--- config.mk ---
export PLATFORM = sky130hd
export DESIGN_NAME = ple_ctrl
export DESIGN_NICKNAME = d
export VERILOG_FILES = /design/src/rtl/ple_pkg.sv /design/src/rtl/ple_ctrl.sv
export SDC_FILE = /design/constraint.sdc
export NUM_CORES = 1
export LEC_CHECK = 0
export BUFFER_PORTS_ARGS = -buffer_cell sky130_fd_sc_hd__buf_2
export CAP_MARGIN = 5
export CORE_UTILIZATION = 45
export CTS_BUF_LIST = sky130_fd_sc_hd__clkbuf_8 sky130_fd_sc_hd__clkbuf_16
export CTS_CLUSTER_DIAMETER = 150
export CTS_CLUSTER_SIZE = 16
export DETAILED_ROUTE_END_ITERATION = 7
export PLACE_DENSITY = 0.8
export SETUP_SLACK_MARGIN = 0.4
export SLEW_MARGIN = 5
export SYNTH_ARGS = -nofsm -noshare
export SYNTH_HDL_FRONTEND = slang
export SYNTH_SLANG_ARGS = --single-unit
export TNS_END_PERCENT = 1
--- constraint.sdc ---
create_clock -name i_clk -period 5.2 [get_ports i_clk]
set_input_delay 0.78 -clock i_clk [delete_from_list [all_inputs] [get_ports i_clk]]
set_output_delay 0.78 -clock i_clk [all_outputs]
set_load 0.02 [all_outputs]
--- src/rtl/ple_pkg.sv ---
package ple_pkg;

    localparam int CMD_W           = 3;
    localparam int POS_W           = 8;
    localparam int VAL_W           = 32;
    localparam int STATUS_W        = 2;
    localparam int FOUND_W         = 7;
    localparam int COUNT_W         = 7;
    localparam int DEF_CAPACITY    = 64;
    localparam int DEF_ENTRY_WIDTH = 32;

    typedef enum logic [CMD_W-1:0] {
        CMD_INSERT   = 3'd0,
        CMD_REMOVE   = 3'd1,
        CMD_REPLACE  = 3'd2,
        CMD_RETRIEVE = 3'd3,
        CMD_SEARCH   = 3'd4,
        CMD_CLEAR    = 3'd5
    } t_cmd;

    typedef enum logic [STATUS_W-1:0] {
        STAT_OK      = 2'd0,
        STAT_BAD_POS = 2'd1,
        STAT_EMPTY   = 2'd2,
        STAT_FULL    = 2'd3
    } t_status;

    typedef enum logic {
        S_IDLE = 1'b0,
        S_SCAN = 1'b1
    } t_state;

    // What every cell does in the current cycle.
    typedef enum logic [2:0] {
        OP_HOLD         = 3'd0,
        OP_INSERT       = 3'd1,
        OP_REMOVE       = 3'd2,
        OP_WRITE        = 3'd3,
        OP_SEARCH_START = 3'd4,
        OP_SEARCH_STEP  = 3'd5
    } t_cell_op;

    typedef struct packed {
        t_cell_op         op;
        logic [POS_W-1:0] pos;
    } t_cell_ctl;

endpackage

--- src/rtl/ple_ctrl.sv ---
module ple_ctrl #(
    parameter int CAPACITY    = ple_pkg::DEF_CAPACITY,
    parameter int ENTRY_WIDTH = ple_pkg::DEF_ENTRY_WIDTH,
    parameter int CNT_W       = $clog2(CAPACITY + 1),
    parameter int CMP_W       = ple_pkg::POS_W
) (
    input  logic                             i_clk,
    input  logic                             i_rst_n,
    input  logic                             i_in_valid,
    output logic                             o_in_ready,
    input  logic [ple_pkg::CMD_W-1:0]        i_command,
    input  logic [ple_pkg::POS_W-1:0]        i_position,
    input  logic signed [ple_pkg::VAL_W-1:0] i_value_in,
    output logic                             o_out_valid,
    input  logic                             i_out_ready,
    output logic [ple_pkg::STATUS_W-1:0]     o_status,
    output logic signed [ple_pkg::VAL_W-1:0] o_value_out,
    output logic [ple_pkg::FOUND_W-1:0]      o_found_position,
    output logic [ple_pkg::COUNT_W-1:0]      o_entry_count,
    output logic                             o_is_empty,
    input  logic                             i_hit,
    input  logic [ENTRY_WIDTH-1:0]           i_rd,
    output ple_pkg::t_cell_ctl               o_ctl,
    output logic [ENTRY_WIDTH-1:0]           o_val
);

    ple_pkg::t_state r_state;
    ple_pkg::t_state n_state;

    logic [CNT_W-1:0]       r_count;
    logic [CNT_W-1:0]       n_count;
    logic [CNT_W-1:0]       r_scan;
    logic [CNT_W-1:0]       n_scan;
    logic [ENTRY_WIDTH-1:0] r_key;
    logic [ENTRY_WIDTH-1:0] n_key;

    logic                             r_out_valid;
    logic [ple_pkg::STATUS_W-1:0]     r_status;
    logic [ple_pkg::VAL_W-1:0]        r_value;
    logic [ple_pkg::FOUND_W-1:0]      r_found;
    logic [ple_pkg::COUNT_W-1:0]      r_ecount;
    logic                             r_empty;

    logic                             w_load;
    ple_pkg::t_status                 w_status;
    logic [ple_pkg::VAL_W-1:0]        w_value;
    logic [ple_pkg::FOUND_W-1:0]      w_found;

    logic                   w_out_free;
    logic                   w_accept;
    logic                   w_done;
    logic [ENTRY_WIDTH-1:0] w_in_val;
    logic [63:0]            w_rd_ext;
    logic [CMP_W-1:0]       w_pos;
    logic [CMP_W-1:0]       w_cnt;
    logic                   w_is_search;

    assign w_out_free  = !r_out_valid || i_out_ready;
    assign o_in_ready  = (r_state == ple_pkg::S_IDLE) && w_out_free;
    assign w_accept    = i_in_valid && o_in_ready;
    assign w_is_search = (i_command == ple_pkg::CMD_SEARCH);
    assign w_in_val    = ENTRY_WIDTH'(64'(i_value_in));
    assign w_rd_ext    = 64'($signed(i_rd));
    assign w_pos       = CMP_W'(i_position);
    assign w_cnt       = CMP_W'(r_count);
    // end of list checked before the token cell's compare
    assign w_done      = (r_scan >= r_count) || i_hit;

    always_comb begin
        n_state = r_state;
        unique case (r_state)
            ple_pkg::S_IDLE: begin
                if (w_accept && w_is_search) begin
                    n_state = ple_pkg::S_SCAN;
                end
            end
            ple_pkg::S_SCAN: begin
                if (w_done && w_out_free) begin
                    n_state = ple_pkg::S_IDLE;
                end
            end
            default: n_state = ple_pkg::S_IDLE;
        endcase
    end

    always_comb begin
        o_ctl.op  = ple_pkg::OP_HOLD;
        o_ctl.pos = i_position;
        o_val     = (r_state == ple_pkg::S_SCAN) ? r_key : w_in_val;
        n_count   = r_count;
        n_scan    = r_scan;
        n_key     = r_key;
        w_load    = 1'b0;
        w_status  = ple_pkg::STAT_OK;
        w_value   = '0;
        w_found   = '0;
        if (r_state == ple_pkg::S_IDLE) begin
            if (w_accept) begin
                w_load = 1'b1;
                unique case (ple_pkg::t_cmd'(i_command))
                    ple_pkg::CMD_INSERT: begin
                        if (w_pos == '0 || w_pos > w_cnt + CMP_W'(1)) begin
                            w_status = ple_pkg::STAT_BAD_POS;
                        end else if (r_count == CNT_W'(CAPACITY)) begin
                            w_status = ple_pkg::STAT_FULL;
                        end else begin
                            o_ctl.op = ple_pkg::OP_INSERT;
                            n_count  = r_count + CNT_W'(1);
                        end
                    end
                    ple_pkg::CMD_REMOVE, ple_pkg::CMD_REPLACE,
                    ple_pkg::CMD_RETRIEVE: begin
                        if (r_count == '0) begin
                            w_status = ple_pkg::STAT_EMPTY;
                        end else if (w_pos == '0 || w_pos > w_cnt) begin
                            w_status = ple_pkg::STAT_BAD_POS;
                        end else if (i_command == ple_pkg::CMD_REMOVE) begin
                            o_ctl.op = ple_pkg::OP_REMOVE;
                            w_value  = w_rd_ext[ple_pkg::VAL_W-1:0];
                            n_count  = r_count - CNT_W'(1);
                        end else if (i_command == ple_pkg::CMD_REPLACE) begin
                            o_ctl.op = ple_pkg::OP_WRITE;
                        end else begin
                            w_value = w_rd_ext[ple_pkg::VAL_W-1:0];
                        end
                    end
                    ple_pkg::CMD_SEARCH: begin
                        w_load   = 1'b0;
                        o_ctl.op = ple_pkg::OP_SEARCH_START;
                        n_scan   = '0;
                        n_key    = w_in_val;
                    end
                    ple_pkg::CMD_CLEAR: n_count = '0;
                    default: begin
                    end
                endcase
            end
        end else begin
            if (!w_done) begin
                o_ctl.op = ple_pkg::OP_SEARCH_STEP;
                n_scan   = r_scan + CNT_W'(1);
            end else if (w_out_free) begin
                w_load = 1'b1;
                if (r_scan < r_count) begin
                    w_found = ple_pkg::FOUND_W'(r_scan) + ple_pkg::FOUND_W'(1);
                end
            end
        end
    end

    always_ff @(posedge i_clk) begin
        r_key <= n_key;
        r_scan <= n_scan;
        if (w_load) begin
            r_status <= w_status;
            r_value  <= w_value;
            r_found  <= w_found;
            r_ecount <= ple_pkg::COUNT_W'(n_count);
            r_empty  <= (n_count == '0);
        end
        if (!i_rst_n) begin
            r_state     <= ple_pkg::S_IDLE;
            r_count     <= '0;
            r_out_valid <= 1'b0;
        end else begin
            r_state <= n_state;
            r_count <= n_count;
            if (w_load) begin
                r_out_valid <= 1'b1;
            end else if (i_out_ready) begin
                r_out_valid <= 1'b0;
            end
        end
    end

    assign o_out_valid      = r_out_valid;
    assign o_status         = r_status;
    assign o_value_out      = r_value;
    assign o_found_position = r_found;
    assign o_entry_count    = r_ecount;
    assign o_is_empty       = r_empty;

    a_count_bound: assert property (@(posedge i_clk) disable iff (!i_rst_n)
        r_count <= CNT_W'(CAPACITY))
        else $error("entry count above capacity");

    a_scan_bound: assert property (@(posedge i_clk) disable iff (!i_rst_n)
        (r_state == ple_pkg::S_SCAN) |-> (r_scan <= r_count))
        else $error("scan index past end of list");

    a_plain_result: assert property (@(posedge i_clk) disable iff (!i_rst_n)
        (w_accept && !w_is_search) |=> (r_out_valid && r_state == ple_pkg::S_IDLE))
        else $error("result missing after non-search request");

    a_scan_count_stable: assert property (@(posedge i_clk) disable iff (!i_rst_n)
        (r_state == ple_pkg::S_SCAN) |=> $stable(r_count))
        else $error("list length changed during search");

endmodule
# Yosys cells after proc, flatten, opt, wreduce, memory -nomap -nowiden
# Index checks and enable logic that the tools add are counted.
word_totals:
  output_inout_bits: 94
  word_cells: 90
  ramBits: 0
  memories: 0
  romBits: 0
  in_bits: 80
  latch_bits: 0
  reg_bits: 97
op_classes:
  n_reduce_logical: 22
  muxes: 40
  n_shift: 0
  bitwise: 3
  n_lt_le_gt_ge: 4
  n_mul: 0
  add_sub_neg: 4
  div_mod_pow: 0
  eq_ne: 7
ops:
  columns: ["cell", "n"]
  rows:
  - ["$mux W32", 3]
  - ["$mux W7", 11]
  - ["$pmux W7 S3", 1]
  - ["$add A7 B1 Y7 const B", 2]
  - ["$logic_not A7 Y1", 2]
  - ["$mux W2", 7]
  - ["$mux W1", 12]
  - ["$mux W3", 3]
  - ["$pmux W3 S3", 1]
  - ["$add A7 B1 Y8 const B", 1]
  - ["$gt A8 B7 Y1", 1]
  - ["$gt A8 B8 Y1", 1]
  - ["$logic_not A8 Y1", 1]
  - ["$eq A7 B7 Y1 const B", 1]
  - ["$ge A7 B7 Y1", 1]
  - ["$lt A7 B7 Y1", 1]
  - ["$sub A7 B1 Y7 const B", 1]
  - ["$eq A3 B2 Y1 const B", 2]
  - ["$eq A3 B3 Y1 const B", 2]
  - ["$reduce_and A3 Y1", 2]
  - ["$reduce_bool A2 Y1", 3]
  - ["$reduce_or A5 Y1", 1]
  - ["$logic_and A1 B1 Y1", 4]
  - ["$logic_or A1 B1 Y1", 4]
  - ["other kinds (10)", 12]

# Logic depth before layout (Yosys ltp)
logic_depth:
  word_depth: 8
  mapped_depth: 13
  depth_no_buf: 13

# Worst setup path before layout
# OpenSTA, ideal clock, no wires.
synth_timing:
  path_type: "reg2out"
  start: "register r_count[1]"
  end: "output port o_ctl[8] (netlist name)"
  t_required_ps: 4420
  setup_slack_ps: 1502
  arrival_ps: 2918
  n_path_buf: 0
  path_stages_with_launch: 12
  cell_sequence: "dfxtp_1 inv_1 nor3_1 nand3_1 or3_1 ha_1 nand4_1 nor2_1 a21oi_1 nor3_1 mux2i_1 o41ai_1"
synth_rtl:
  columns: ["element", "line", "rtl"]
  rows:
  - ["start: declaration", "ple_ctrl.sv:30", "logic [CNT_W-1:0] r_count;"]
  - ["start signal: assignment", "ple_ctrl.sv:167", "r_count <= n_count;"]
  - ["end: declaration", "ple_ctrl.sv:23", "output ple_pkg::t_cell_ctl o_ctl,"]

==> metrics.cfg <==
[critical_path]
worstPathMaxFanout=7
end_kind=primary output
rrSetupSlack_ns=1.47
crit_arrival_ns=3.55
crit_path_start_kind=register
critical_path_required_ns=4.42
crit_type=register to primary output

[clocking]
cts-hold-fix-buffers=0
cts-buffers-inserted=9
cts.sinks=97
clk_latency_ns=0.36
postCtsSetupBuffers=0
h-tree-depth=3
clk_path_buf_depth=2
cts_tree=yes
root_buffer=clkbuf_8
cts.clk_slew.worst_paths_ns=0.10
cts_resized=0

[timing]
grt_setup_unrepaired=no
maxSlewViolCount=0
slew_headroom_pct=19.34
worst_pin_slew_ns=1.209
setup_viol=0
finalSetupTns_ns=0
finalCritPeriodShare_pct=83.27
hold_viol=0
skew_ns=0.01496
timing.hold.ws_ns=0.6046
max_freq_mhz=230.9
period_minus_slack_ns=4.330

[global_route]
antenna_found_initial=0
gr-usage-met3_pct=4.237
grt.overflow.total=0
grt_pass1_wl_um=18040
grt_usage_pct=20.38
grt_util_met1_pct=26.09
grt_max_degree=51
first_global_vias=3719
grt.busiest_layer=met2
use_met2_pct=32.42

[final_layout]
diodes=0
stdcell_area_um2=6160
layout.nets=674
num-fill-cells=910
layout-drive-gt1-share_pct=40.77
areaGrowthSynthToFinish_pct=22.83

[floorplan]
die_area_um2=11570
fp.dieW_um=107.6
die_height_um=107.6
io_pins=174
start_util_pct=46.26
core.rowCount=38
core_um2=10840

[synthesis]
syn_area_um2=5015
ys_top_cells_by_area=edfxtp_1, mux2_2, ha_1
yosys_register_bits=97
synth_fp_nets=512
synthArstFlopShare_pct=0
synth_edf_count=88
syn_inst=407
synth_seq_area_share_pct=56.29
ys_dominant_reg_cell=edfxtp_1
synth_top_area_share_pct=52.69
synthMostInstantiatedCell=edfxtp_1
synth_common_cells=edfxtp_1, and2_1, mux2_2
yosysWarnings=0
yosysTopAreaCell=edfxtp_1
syn_area_per_cell_um2=12.32
yosys.cell_types.count=55

[placed_design]
placed_area_um2=5943
place.gp.congestion=0.9059
dp_hpwl_um=8868
port_buffers=173

[status]
violations=design-rule violations
run_status=finished with violations

[route]
drt-initial-drc-count=246
vias=3825
first_pass_iters=7
routedWlPerCell_um=16.52
drc_errors=2
wirelength_um=11790
via_per_inst=5.357
ant_nets=0

[power_and_ir_drop]
power_frac_comb_pct=13.4
switching_share_pct=25.44
peakVddDrop_v=0.0001568
power.internal_uw=1234
leakagePower_uw=0.002587
power_frac_seq_pct=53.9
pwr-share-clk_pct=32.8
cellPowerDensity_nw_per_um2=268.7
switchingPower_uw=421.1

[hold_path]
hp-class=input port to register

[flow_run]
drv_cap=0

## registers in the layout, indices dropped and copies added, names as in the netlist
signal and count:
o_out_valid 1, r_scan 7, o_is_empty 1, r_count 7
o_status 2, o_value_out 32, o_entry_count 7, o_found_position 7
r_key 32, r_state 1
## kinds of logic (layout without fill, tap and decap cells)
group / count (synthesis) / in the layout / share of synthesized area, %
AOI/OAI and AO/OA: 48 / 48 / 7.086
muxes: 36 / 36 / 7.984
xor gates and xnor gates: 11 / 11 / 1.921
adders and majority gates: 25 / 25 / 6.238
DFF: 97 / 97 / 56.29
and+or+nand+nor: 148 / 148 / 16.52
buffers and inverters: 42 / 209 / 3.967
## per-stage QoR
stage                     setup slack (ns)  util (%)  power [uW]  instances
after floorplan                      1.502         -        1042        407
after global placement               1.477     54.82        1126        698
after detailed placement             1.324     54.82        1131        698
after CTS                           0.8780     56.82        1667        714
after global routing                0.4916     56.82        1714        714
final                               0.8698     56.82        1655        714
## path summary, 6_finish.rpt
path                                    start         end  cells past startpoint
worst max register to register     r_count[1]  o_is_empty                     13
worst max-delay path               r_count[1]    o_ctl[8]                     12
worst min register to register      r_scan[0]   r_scan[0]                      1
worst min-delay path            i_value_in[5]    r_key[5]                      1
## power groups by stage
stage	Sequential [uW]	Combinational, uW	Clock, uW
CTS	892	222	553
detailed placement	910	221	0
finish	892	221	542
global route	895	239	579
global placement	909	217	0
floorplan	939	103	0
## worst max-delay path, stage by stage (launching register included)
cell and delay [ns]:
dfxtp_1 0.47, inv_1 0.15, nor3_1 0.20, nand3_1 0.16, or3_1 0.35, ha_1 0.32
nand4_1 0.11, nor2_1 0.18, a21oi_1 0.11, nor3_1 0.51, mux2i_1 0.14, o41ai_1 0.26
buf_2 0.23
## cell usage in the layout, fill, tap and decap left out, types with 4 or more instances in the layout
cell type and instances:
a21o_1 4, nand3_1 12, nand4_1 4, edfxtp_1 88, and2_1 37, nor2_1 23, nor2b_1 15, nor3_1 8
a211oi_1 4, inv_1 21, nor4_1 7, ha_1 25, buf_2 173, xnor2_1 8, mux2i_1 4, and3_1 6
nand2_1 20, mux2_2 32, clkbuf_8 9, a21oi_1 10, dfxtp_1 8
## per-layer routing
layer,wire (um),part of all wire (%)
met3,989,8.4
met5,0,0
met1,5010,42
met2,5418,46
met4,375,3.2
## layout make-up
type / instances / area, um2 / area share (%)
timing repair buffer: 174 / 873.3 / 14.18
clock buffer: 9 / 123.9 / 2.011
tap: 140 / 175.2 / 2.844
sequential: 97 / 2824 / 45.85
multi-input combinational: 268 / 1999 / 32.46
inverter: 19 / 71.32 / 1.158
clock inverter: 7 / 92.59 / 1.503
No activity file was read; power rests on OpenSTA's default activity.
