--- src/rtl/ple_pkg.sv ---
package ple_pkg;

    localparam int CMD_W           = 3;
    localparam int POS_W           = 8;
    localparam int VAL_W           = 32;
    localparam int STATUS_W        = 2;
    localparam int FOUND_W         = 7;
    localparam int COUNT_W         = 7;
    localparam int DEF_CAPACITY    = 64;
    localparam int DEF_ENTRY_WIDTH = 32;

    typedef enum logic [CMD_W-1:0] {
        CMD_INSERT   = 3'd0,
        CMD_REMOVE   = 3'd1,
        CMD_REPLACE  = 3'd2,
        CMD_RETRIEVE = 3'd3,
        CMD_SEARCH   = 3'd4,
        CMD_CLEAR    = 3'd5
    } t_cmd;

    typedef enum logic [STATUS_W-1:0] {
        STAT_OK      = 2'd0,
        STAT_BAD_POS = 2'd1,
        STAT_EMPTY   = 2'd2,
        STAT_FULL    = 2'd3
    } t_status;

    typedef enum logic {
        S_IDLE = 1'b0,
        S_SCAN = 1'b1
    } t_state;

    // What every cell does in the current cycle.
    typedef enum logic [2:0] {
        OP_HOLD         = 3'd0,
        OP_INSERT       = 3'd1,
        OP_REMOVE       = 3'd2,
        OP_WRITE        = 3'd3,
        OP_SEARCH_START = 3'd4,
        OP_SEARCH_STEP  = 3'd5
    } t_cell_op;

    typedef struct packed {
        t_cell_op         op;
        logic [POS_W-1:0] pos;
    } t_cell_ctl;

endpackage

--- src/rtl/ple_cell.sv ---
module ple_cell #(
    parameter int ENTRY_WIDTH = ple_pkg::DEF_ENTRY_WIDTH,
    parameter int INDEX       = 0,
    parameter int CMP_W       = ple_pkg::POS_W
) (
    input  logic                   i_clk,
    input  logic                   i_rst_n,
    input  ple_pkg::t_cell_ctl     i_ctl,
    input  logic [ENTRY_WIDTH-1:0] i_val,
    input  logic [ENTRY_WIDTH-1:0] i_prev_data,
    input  logic [ENTRY_WIDTH-1:0] i_next_data,
    input  logic                   i_prev_tok,
    output logic [ENTRY_WIDTH-1:0] o_data,
    output logic                   o_tok,
    output logic                   o_hit,
    output logic [ENTRY_WIDTH-1:0] o_rd
);

    localparam logic [CMP_W-1:0] MY_POS = CMP_W'(INDEX + 1);

    logic [ENTRY_WIDTH-1:0] r_data;
    logic [ENTRY_WIDTH-1:0] n_data;
    logic                   r_tok;
    logic                   n_tok;
    logic [CMP_W-1:0]       w_pos;
    logic                   w_at;
    logic                   w_after;

    assign w_pos   = CMP_W'(i_ctl.pos);
    assign w_at    = (MY_POS == w_pos);
    assign w_after = (MY_POS > w_pos);

    always_comb begin
        n_data = r_data;
        n_tok  = r_tok;
        unique case (i_ctl.op)
            ple_pkg::OP_INSERT: begin
                if (w_after) begin
                    n_data = i_prev_data;
                end else if (w_at) begin
                    n_data = i_val;
                end
            end
            ple_pkg::OP_REMOVE: begin
                if (w_at || w_after) begin
                    n_data = i_next_data;
                end
            end
            ple_pkg::OP_WRITE: begin
                if (w_at) begin
                    n_data = i_val;
                end
            end
            ple_pkg::OP_SEARCH_START: n_tok = (INDEX == 0);
            ple_pkg::OP_SEARCH_STEP:  n_tok = i_prev_tok;
            default: begin
            end
        endcase
    end

    always_ff @(posedge i_clk) begin
        r_data <= n_data;
        if (!i_rst_n) begin
            r_tok <= 1'b0;
        end else begin
            r_tok <= n_tok;
        end
    end

    assign o_data = r_data;
    assign o_tok  = r_tok;
    assign o_hit  = r_tok && (r_data == i_val);
    assign o_rd   = w_at ? r_data : '0;

endmodule

--- config.mk ---
export PLATFORM = sky130hd
export DESIGN_NAME = ple_cell
export DESIGN_NICKNAME = d
export VERILOG_FILES = /design/src/rtl/ple_pkg.sv /design/src/rtl/ple_cell.sv
export SDC_FILE = /design/constraint.sdc
export NUM_CORES = 1
export LEC_CHECK = 0
export ABC_AREA = 1
export BUFFER_PORTS_ARGS = -buffer_cell sky130_fd_sc_hd__clkbuf_2
export CORE_MARGIN = 10
export CORE_UTILIZATION = 40
export DETAILED_ROUTE_END_ITERATION = 16
export GPL_TIMING_DRIVEN = 0
export MAX_ROUTING_LAYER = met4
export PLACE_DENSITY = 0.76
export SYNTH_ARGS = -nofsm -noshare
export SYNTH_HDL_FRONTEND = slang
export SYNTH_SLANG_ARGS = --single-unit
--- constraint.sdc ---
create_clock -name i_clk -period 2.8 [get_ports i_clk]
set_clock_uncertainty 0.05 [all_clocks]
set_input_delay 0.14 -clock i_clk [delete_from_list [all_inputs] [get_ports i_clk]]
set_output_delay 0.14 -clock i_clk [all_outputs]
set_load 0.005 [all_outputs]
After elaboration in Yosys (flattened, before gate mapping)
Cells that the tools add are included.
Widths: inputs -> output; s select.

operators by class
  mux-type cells = 6
  reduce and logical (&&, ||, !) cells = 5
  order comparisons = 1
  eq/ne operators = 8

operator list
  cell                number
  $mux 32             4
  $pmux 32 s3         1
  $eq 32x32->1        1
  $eq 1x8->1 const A  1
  $gt 1x8->1 const A  1
  $eq 3x2->1 const B  2
  $eq 3x3->1 const B  2
  $eq 3x1->1 const B  1
  $reduce_bool 3->1   1
  $ne 2x2->1 const B  1
  $pmux 1 s2          1
  $reduce_and 2->1    1
  $reduce_bool 2->1   1
  $logic_and 1x1->1   1
  $logic_or 1x1->1    1

word-level totals
  input bits = 110
  output and inout bits = 66
  bits in registers = 33

Logic depth before layout (Yosys ltp)
Gate-level depths: netlist (run 1).

  depth in word-level cells = 4
  depth in mapped cells = 9

Worst setup path before layout (run 1)
Ideal clock, no wire load.

  kind = input to register
  start = input port i_ctl[5] in the netlist's numbering
  end = register r_data[0], in the netlist o_data[0] (enable)
  data arrival time = 1,881 ps
  setup slack = 443 ps
  stages = 7
  buffers on the path = 2
  required time = 2,325 ps
  cells stage by stage = nor2_1 -> nand2_1 -> nor2_1 -> buf_2 -> buf_2 -> nand2_1 -> o21ai_1

on the way
  cells in the longest elaborated chain, start to end = 4
  elaborated cells between the ends (all ways) = 5
  those cells by class = order compare: 1; eq/ne: 2; reduce/logical: 2

ends and longest elaborated chain
  what                                      RTL line                        source
  start, declared                           ple_cell.sv:8                   input ple_pkg::t_cell_ctl i_ctl,
  $gt 1x8->1 or $eq 1x8->1 (tied branches)  ple_cell.sv:31, ple_cell.sv:30
  $logic_or 1x1->1 (*)                      ple_cell.sv:45                  if (w_at || w_after) begin
  $ne 2x2->1 (no line) (*)                  -
  $reduce_and 2->1 (no line) (*)            -
  end signal, assigned                      ple_cell.sv:62                  r_data <= n_data;
  end, declared                             ple_cell.sv:21                  logic [ENTRY_WIDTH-1:0] r_data;

Mark *: on every way between the ends. The rest lies on a longest branch, timed or not.
A chain may end at the register's enable or synchronous reset.

Final worst setup path (run 1)
  start = register r_data[28], in the netlist o_data[28]
  end = output port o_hit

on the way
  cells in the longest elaborated chain, start to end = 2

ends and longest elaborated chain
  what               RTL line        source
  $eq 32x32->1       ple_cell.sv:72  assign o_hit = r_tok && (r_data == i_val);
  $logic_and 1x1->1  ple_cell.sv:72
  end, declared      ple_cell.sv:15  output logic o_hit,

Every way passes these cells.

==> results of run 1 <==
-- per-layer routing --
layer / vias up / track usage (%) / routed length (um)
li1: 1847 / - / -
met1: 1665 / 26.4 / 5180
met2: 199 / 37.2 / 6000
met3: 28 / 4.96 / 1010
met4: 0 / 7.46 / 310
met5: - / - / 0
-- worst min-delay path, stage by stage --
cell and delay, ps:
clkbuf_2 80, o21ai_0 70, nor2_1 40
-- Yosys cell counts, drive strengths merged --
library cell | instances | share of area (%)
a21oi | 2 | 0.49
nor3 | 3 | 0.71
inv | 56 | 7.4
xor2 | 3 | 0.93
clkbuf | 9 | 1.2
o211ai | 1 | 0.27
nand2 | 174 | 23
nor2 | 57 | 7.6
xnor2 | 5 | 1.5
o21ai | 29 | 5.1
dfxtp | 1 | 0.71
a21boi | 1 | 0.27
nand4 | 1 | 0.22
buf | 14 | 2.6
edfxtp | 32 | 34
nand3 | 79 | 14
-- cell families after synthesis --
logic type             Yosys count  synth area share, %
AND/OR/NAND/NOR                314                 45.6
buffers and inverters           79                 11.2
AO/OA/AOI/OAI                   33                 6.14
flip-flops                      33                 34.6
XOR/XNOR                         8                 2.47
-- worst max path at each step --
stage	start	end	slack (ps)	depth (start not counted)
2_1_floorplan	i_ctl[5]	o_data[0]	440	7
3_3_place_gp	i_ctl[5]	o_data[5]	-470	8
3_5_place_dp	i_ctl[2]	o_data[5]	740	9
4_1_cts	o_data[28]	o_hit	950	5
5_1_grt	o_data[28]	o_hit	880	5
6_report	o_data[28]	o_hit	960	5
-- layout make-up --
cell class                      count  area [um2]  area share (%)
Inverter                           56         210            5.30
Clock buffer                        6        72.6            1.83
Tap cell                           96         120            3.03
Timing Repair Buffer              176         896            22.6
Buffer                             23         106            2.68
Sequential cell                    33         981            24.7
Multi-Input combinational cell    355        1550            39.0
Clock inverter                      2        33.8           0.852
-- per-stage QoR --
stage / TNS, ps / hold WS [ps] / area [um2]
6_report: 0 / 24.2 / 3970
4_1_cts: 0 / 25.6 / 3970
5_1_grt: 0 / 57.9 / 3970
3_5_place_dp: 0 / 333 / 3860
3_3_place_gp: -15100 / 318 / 3830
2_1_floorplan: 0 / 226 / 2830
-- state kept, by name (all words and copies together) (netlist names) --
register and cells:
o_tok 1, o_data 32
-- placed cells by master (no fill, tap or decap), types with 2 or more instances in the layout --
cell	synthesis	final
inv_1	55	55
buf_2	13	13
nor2_1	56	56
clkbuf_2	0	175
xor2_1	3	3
clkbuf_8	0	5
edfxtp_1	32	32
nand2_1	174	174
o21ai_1	20	19
xnor2_1	5	5
nor3_1	2	2
clkbuf_1	9	10
o21ai_0	9	9
nand3_1	79	79
-- power breakdown --
group          leakage (nW)  internal, W  total (W)  switching, W
Clock                0.0528     0.000263   0.000460      0.000196
Combinational          1.90     0.000130   0.000296      0.000166
Sequential            0.310     0.000573   0.000597     0.0000236
==> impl_metrics.tcl, run 1 <==
set metrics [dict create \
    cts_setup_buffers 0 \
    syn2layout_area_growth_pct 40.0 \
    track_usage_pct 22.5 \
    cp.arrival_ps 1650 \
    drive_gt1_share_pct 30.9 \
    fill_cells 713 \
    placed_cells 739 \
    power.total_w 0.00135 \
    start_kind "flip-flop" \
    synthCells 467 \
    r2r_cells 4 \
    io-pin-count 176 \
    crit_type "reg2out" \
    htreeDepth 2 \
    max-cap-violations 0 \
    fmax_mhz 543 \
    crit_slowest_cell "edfxtp_1" \
    die_h_um 104 \
    end_kind "primary output" \
    hpwl_um 9860 \
    holdPathEnd "o_tok" \
    grt_pass1_wl_um 19100 \
    clock_latency_ps 280 \
    worst_path_dominant_cell_family "simple AND/OR/NAND/NOR gates" \
    hold_buffers 0 \
    routed_wl_um 12500 \
    dieArea_um2 10800 \
    syn-num-nets 577 \
    cts_sinks 33 \
    drt-vias-per-instance 5.01 \
    cp.required_ps 2610 \
    globalRouteOverflowTotal 0 \
    p_leak_nw 2.27 \
    clk_pin_slew_ps 80 \
    hold_violations 0 \
    crit-reg2reg-launch "o_data[11]" \
    die_x_um 104 \
    cts_tree "done" \
    path_max_fanout 4 \
    antenna_found_initial 0 \
    tightest_slew_ps 706 \
    routabilityCongestion 0.921 \
    grt_pass1_vias 3657 \
    slew_violations 0 \
    wl_per_cell_um 16.7 \
    utilization_pct 58.1 \
    yosysWarnings 0 \
    drc 0 \
    slowest_delay_ps 440 \
    synth_area_um2 2830 \
    crit_chain "xor2_1, nor3_1, nand3_1, nor2_1, clkbuf_2" \
    dr.pass1.iters 5 \
    seq_area_frac_synth_pct 34.6 \
    fin_crit_sh_pct 65.8 \
    min_period_ps 1840 \
    min_from "i_rst_n" \
    coreArea_um2 6830 \
    initial_core_util_pct 41.5 \
    grt_max_degree 25 \
    fin_cells 747 \
    preCtsSetupSlack_ps 738 \
    reg2reg_to "o_data[11]" \
    ir_drop_mv 0.223 \
    post_cts_resized 0 \
    cts_buffers 5 \
    layout.nets 760 \
    r2r_setup_slack_ps 1710 \
    root_buffer "clkbuf_8" \
    setup_violations 0 \
    power.density_nw_per_um2 341 \
    syn-mean-instance-area_um2 6.07 \
    postRouteAntennaNets 0 \
    fin_ws_ps 959 \
    drt_iter0_drc 195 \
    synth_cell_types 22 \
    hold_depth 3 \
    relSlewSlack_pct 52.9 \
    vias 3739 \
    io_buffers 175 \
    antenna_cells 0 \
    outcome "finished clean" \
    clock_path_buffers 2 \
    rsz0062_at_grt "no" \
    core.rowCount 30 \
    holdCritPathClass "in2reg" \
    cp_num_buf_inv 1 \
    ys_ff_latch 33 \
]
No activity file was read; power rests on OpenSTA's default activity.
==> run 2, diff against run 1 <==
PLACE_DENSITY = 0.79   (was 0.76)
clock period = 1.65 ns   (was 2.8 ns; I/O delays follow)
==> run 2 against run 1 <==
The flow now finishes with violations (setup timing). First-iteration DRC count grew 11%. Critical path type unchanged. Die area is the same. Critical endpoint unchanged. Non-clock buffer count grew 13. Final cell count grew 2.0%. Global-route usage grew 0.24 points. Power grew 61%. Combinational power grew 86%. Utilization grew 2.1 points. Worst setup slack lost 990 ps.
==> impl_metrics.tcl, run 2 (synthesis results as in run 1) <==
set metrics [dict create \
    outcome "finished with violations" \
    failed_checks "setup timing" \
    grt_pass1_wl_um 19400 \
    ir_drop_mv 0.270 \
    power.total_w 0.00218 \
    antenna_found_initial 0 \
    root_buffer "clkbuf_8" \
    grtUsageMet1_pct 27.0 \
    hpwl_um 9780 \
    globalRouteOverflowTotal 0 \
    mostFrequentLayoutCells "clkbuf_2 (174), nand2_1 (169), nand3_1 (79)" \
    wl_per_cell_um 17.0 \
    grtUsageMet3_pct 4.58 \
    fin_crit_sh_pct 102 \
    grt_pass1_vias 3732 \
    grtUsageMet2_pct 37.9 \
    cp.arrival_ps 1550 \
    max-cap-violations 0 \
    post-route-cell-area_um2 4110 \
    holdCritPathClass "in2reg" \
    hold_violations 0 \
    routabilityCongestion 0.894 \
    cts_buffers 5 \
    routed_wl_um 12900 \
    dr.pass1.iters 5 \
    p_leak_nw 2.33 \
    htreeDepth 2 \
    relSlewSlack_pct 54.6 \
    start_kind "flip-flop" \
    dpl_cell_area_um2 3840 \
    core.rowCount 30 \
    cts_sinks 33 \
    drive_gt1_share_pct 34.1 \
    coreArea_um2 6830 \
    clk_pin_slew_ps 80 \
    die_h_um 104 \
    min_period_ps 1680 \
    vias 3844 \
    busiest_layer "met2" \
    grt_max_degree 17 \
    largest_reg_flops 32 \
    rsz0062_at_grt "yes" \
    io_buffers 175 \
    initial_core_util_pct 41.5 \
    track_usage_pct 22.7 \
    antenna_cells 0 \
    fin_setup_tns_ps -31.6 \
    crit_type "reg2out" \
    clock_latency_ps 280 \
    die_x_um 104 \
    drt_iter0_drc 216 \
    path_max_fanout 4 \
    io-pin-count 176 \
    layout.nets 775 \
    mostFrequentLayoutCell "clkbuf_2" \
    end_kind "primary output" \
    syn2layout_area_growth_pct 45.0 \
    fmax_mhz 595 \
    setup_violations 1 \
    tightest_slew_ps 681 \
    fin_ws_ps -31.6 \
    dieArea_um2 10800 \
    drc 0 \
    clock_path_buffers 2 \
    slew_violations 0 \
    power.density_nw_per_um2 530 \
    postRouteAntennaNets 0 \
    cts_tree "done" \
    preCtsSetupSlack_ps -405 \
    cp.required_ps 1520 \
    drt-vias-per-instance 5.04 \
]
==> run 2: changes by cell type in the layout (fill, tap and decap cells not counted), moves of 3 or more <==
cell     change
buf_4       +16
nand2_1      -5
nand2_2      +5
buf_2        -4
inv_1        -4
inv_2        +4
o21ai_0      -3
==> run 2: critical path: stages (launching register included) <==
cell      delay [ps]
edfxtp_1         460
xnor2_1          190
nand2_1           80
nor3_1           150
nand3_1          140
nor2_1           100
buf_2            130
==> run 2: layer usage <==
| metal | routed length (um) | vias to the layer above |
|---|---|---|
| met2 | 6180 | 225 |
| met1 | 5430 | 1716 |
| met5 | 0 | - |
| met4 | 295 | 0 |
| li1 | - | 1880 |
| met3 | 1010 | 23 |
==> run 2: final cells by class <==
cell class | instances | area, um2
Buffer | 23 | 119
Clock buffer | 7 | 76.3
Clock inverter | 1 | 5.00
Fill cell | 743 | 2720
Inverter | 56 | 210
Multi-Input combinational cell | 357 | 1600
Sequential cell | 33 | 981
Tap cell | 96 | 120
Timing Repair Buffer | 189 | 998
==> run 2: power by group <==
group | switching, W | internal (W)
sequential | 0.0000396 | 0.000973
combinational | 0.000307 | 0.000244
clock | 0.000317 | 0.000297
total | 0.000664 | 0.00151
==> run 2: final timing paths <==
| check | endpoint | startpoint | depth (start not counted) | slack [ps] |
|---|---|---|---|---|
| max | o_hit | o_data[1] | 6 | -30 |
| min | o_data[30] | i_next_data[30] | 3 | 30 |
| max reg2reg | o_data[3] | o_data[3] | 5 | 510 |
| min reg2reg | o_tok | o_tok | 2 | 480 |
==> run 2: what timing repair did <==
action,4_1_cts,5_1_grt
setup endpoints to repair,33,47
hold buffers,2,0
gates cloned,1,1
resized for setup,4,24
hold endpoints to repair,1,0
pin swaps,1,10
setup buffers,3,9
==> run 2: metrics by stage <==
stage               util (%)  instances  hold slack, ps
global placement        56.2        738             262
floorplan                  -        467             168
finish                  60.1        762            33.1
detailed placement      56.2        738             266
global route            60.1        762            35.3
CTS                     58.6        752            27.8
==> run 3, diff against run 2 <==
CORE_ASPECT_RATIO = 2   (was not set)
==> run 3 against run 2 <==
The flow still finishes with violations (setup timing). Die area up 1.9%. Worst setup slack worse by 19 ps. Critical path depth up 3. Largest power group is now clock.
==> impl_metrics.tcl, run 3 (synthesis results as in run 1) <==
set metrics [dict create \
    r2r_cells 5 \
    mostFrequentLayoutCells "clkbuf_2 (174), nand2_1 (168), nand3_1 (79)" \
    initial_core_util_pct 40.8 \
    p_leak_nw 2.38 \
    hpwl_um 10400 \
    placed_cells 732 \
    p_sw_share_pct 27.4 \
    hold_violations 0 \
    layout.nets 776 \
    failed_checks "setup timing" \
    wl_per_cell_um 17.6 \
    drc 0 \
    track_usage_pct 23.5 \
    die_h_um 139 \
    holdCritPathClass "in2reg" \
    grt_pass1_wl_um 19700 \
    pwr-share-clk_pct 41.0 \
    globalRouteOverflowTotal 0 \
    clk_pin_slew_ps 60 \
    end_kind "primary output" \
    mostFrequentLayoutCell "clkbuf_2" \
    max-cap-violations 0 \
    routabilityCongestion 0.968 \
    antenna_found_initial 1 \
    root_buffer "clkbuf_16" \
    coreArea_um2 6940 \
    drt-vias-per-instance 5.13 \
    clock_latency_ps 280 \
    fmax_mhz 588 \
    start_kind "flip-flop" \
    clock_path_buffers 2 \
    postRouteAntennaNets 0 \
    cp.arrival_ps 1570 \
    grt_pass1_vias 3787 \
    core.rowCount 43 \
    cts_buffers 5 \
    dieArea_um2 11100 \
    io-pin-count 176 \
    fin_crit_sh_pct 103 \
    cts_sinks 33 \
    die_x_um 79.5 \
    rsz0062_at_grt "yes" \
    syn2layout_area_growth_pct 48.2 \
    largest_reg_flops 32 \
    power.density_nw_per_um2 633 \
    htreeDepth 2 \
    hold_ws_ps 17.7 \
    fin_ws_ps -50.5 \
    dr.pass1.iters 5 \
    fill_cells 696 \
    power_frac_comb_pct 20.6 \
    ir_drop_mv 0.423 \
    power.total_w 0.00266 \
    cp.required_ps 1520 \
    setup_violations 1 \
    grt_max_degree 17 \
    relSlewSlack_pct 57.3 \
    drive_gt1_share_pct 34.9 \
    hold_depth 3 \
    tightest_slew_ps 637 \
    path_max_fanout 4 \
    routed_wl_um 13400 \
    min_period_ps 1700 \
    drt_iter0_drc 343 \
    vias 3885 \
    io_buffers 175 \
    p_seq_share_pct 38.4 \
    cts_tree "done" \
    fin_cells 758 \
    outcome "finished with violations" \
    slew_violations 0 \
    fin_setup_tns_ps -50.5 \
    crit_type "reg2out" \
    switching_power_w 0.000728 \
    intPower_w 0.00193 \
]
run 3: area by class of cell:
| type | instances | area, um2 | area share [%] |
|---|---|---|---|
| flip-flops and latches | 33 | 981 | 23.4 |
| diodes | 1 | 2.50 | 0.0596 |
| plain buffers | 23 | 116 | 2.77 |
| clock buffers | 6 | 129 | 3.07 |
| multi-input cells | 356 | 1600 | 38.2 |
| inverters | 56 | 210 | 5.01 |
| clock inverters | 2 | 33.8 | 0.805 |
| repair buffers | 191 | 1010 | 24.1 |
| well taps | 90 | 113 | 2.68 |
run 3: timing repair:
item	in CTS	in global routing
pin swaps	1	13
setup endpoints to repair	33	47
gates cloned	1	0
hold endpoints to repair	1	0
resized for setup	3	27
hold buffers	1	0
setup buffers	2	13
run 3: power groups by stage:
stage / clock [W] / sequential (W) / combinational, W
3_5_place_dp: 0 / 0.00104 / 0.000497
5_1_grt: 0.00113 / 0.00102 / 0.000612
3_3_place_gp: 0 / 0.00103 / 0.000487
6_report: 0.00109 / 0.00102 / 0.000549
4_1_cts: 0.00110 / 0.00102 / 0.000516
2_1_floorplan: 0 / 0.00103 / 0.000233
run 3: metrics by stage:
stage / area (um2) / worst slack, ps / utilization, %
global placement: 3830 / -332 / 55.2
finish: 4200 / -50.5 / 60.5
floorplan: 2840 / 79.7 / -
global route: 4200 / -153 / 60.5
detailed placement: 3830 / -404 / 55.2
CTS: 4060 / -94.9 / 58.4
run 3: routing by layer:
layer / up-vias / part of all wire, % / routed length [um] / track usage, %
met2: 193 / 52 / 6990 / 40.9
met3: 47 / 6.8 / 913 / 4.55
met4: 0 / 5.7 / 765 / 13.6
met5: - / 0 / 0 / -
li1: 1879 / - / - / -
met1: 1766 / 35 / 4700 / 23.2
run 3: path summary, 6_finish.rpt:
| kind | startpoint | to | slack (ps) |
|---|---|---|---|
| worst max-delay path | o_data[0] | o_hit | -50 |
| worst min-delay path | i_prev_tok | o_tok | 20 |
| worst max register to register | o_data[14] | o_data[14] | 530 |
| worst min register to register | o_tok | o_tok | 480 |
run 3: critical path, cell delays in order (launching register included):
cell      delay [ps]
edfxtp_1         420
inv_2             50
nand2_1           80
o21ai_2           90
nor2_1           130
nand2_1           60
nor2_1           110
nand3_1           90
nor2_1           130
buf_2            130
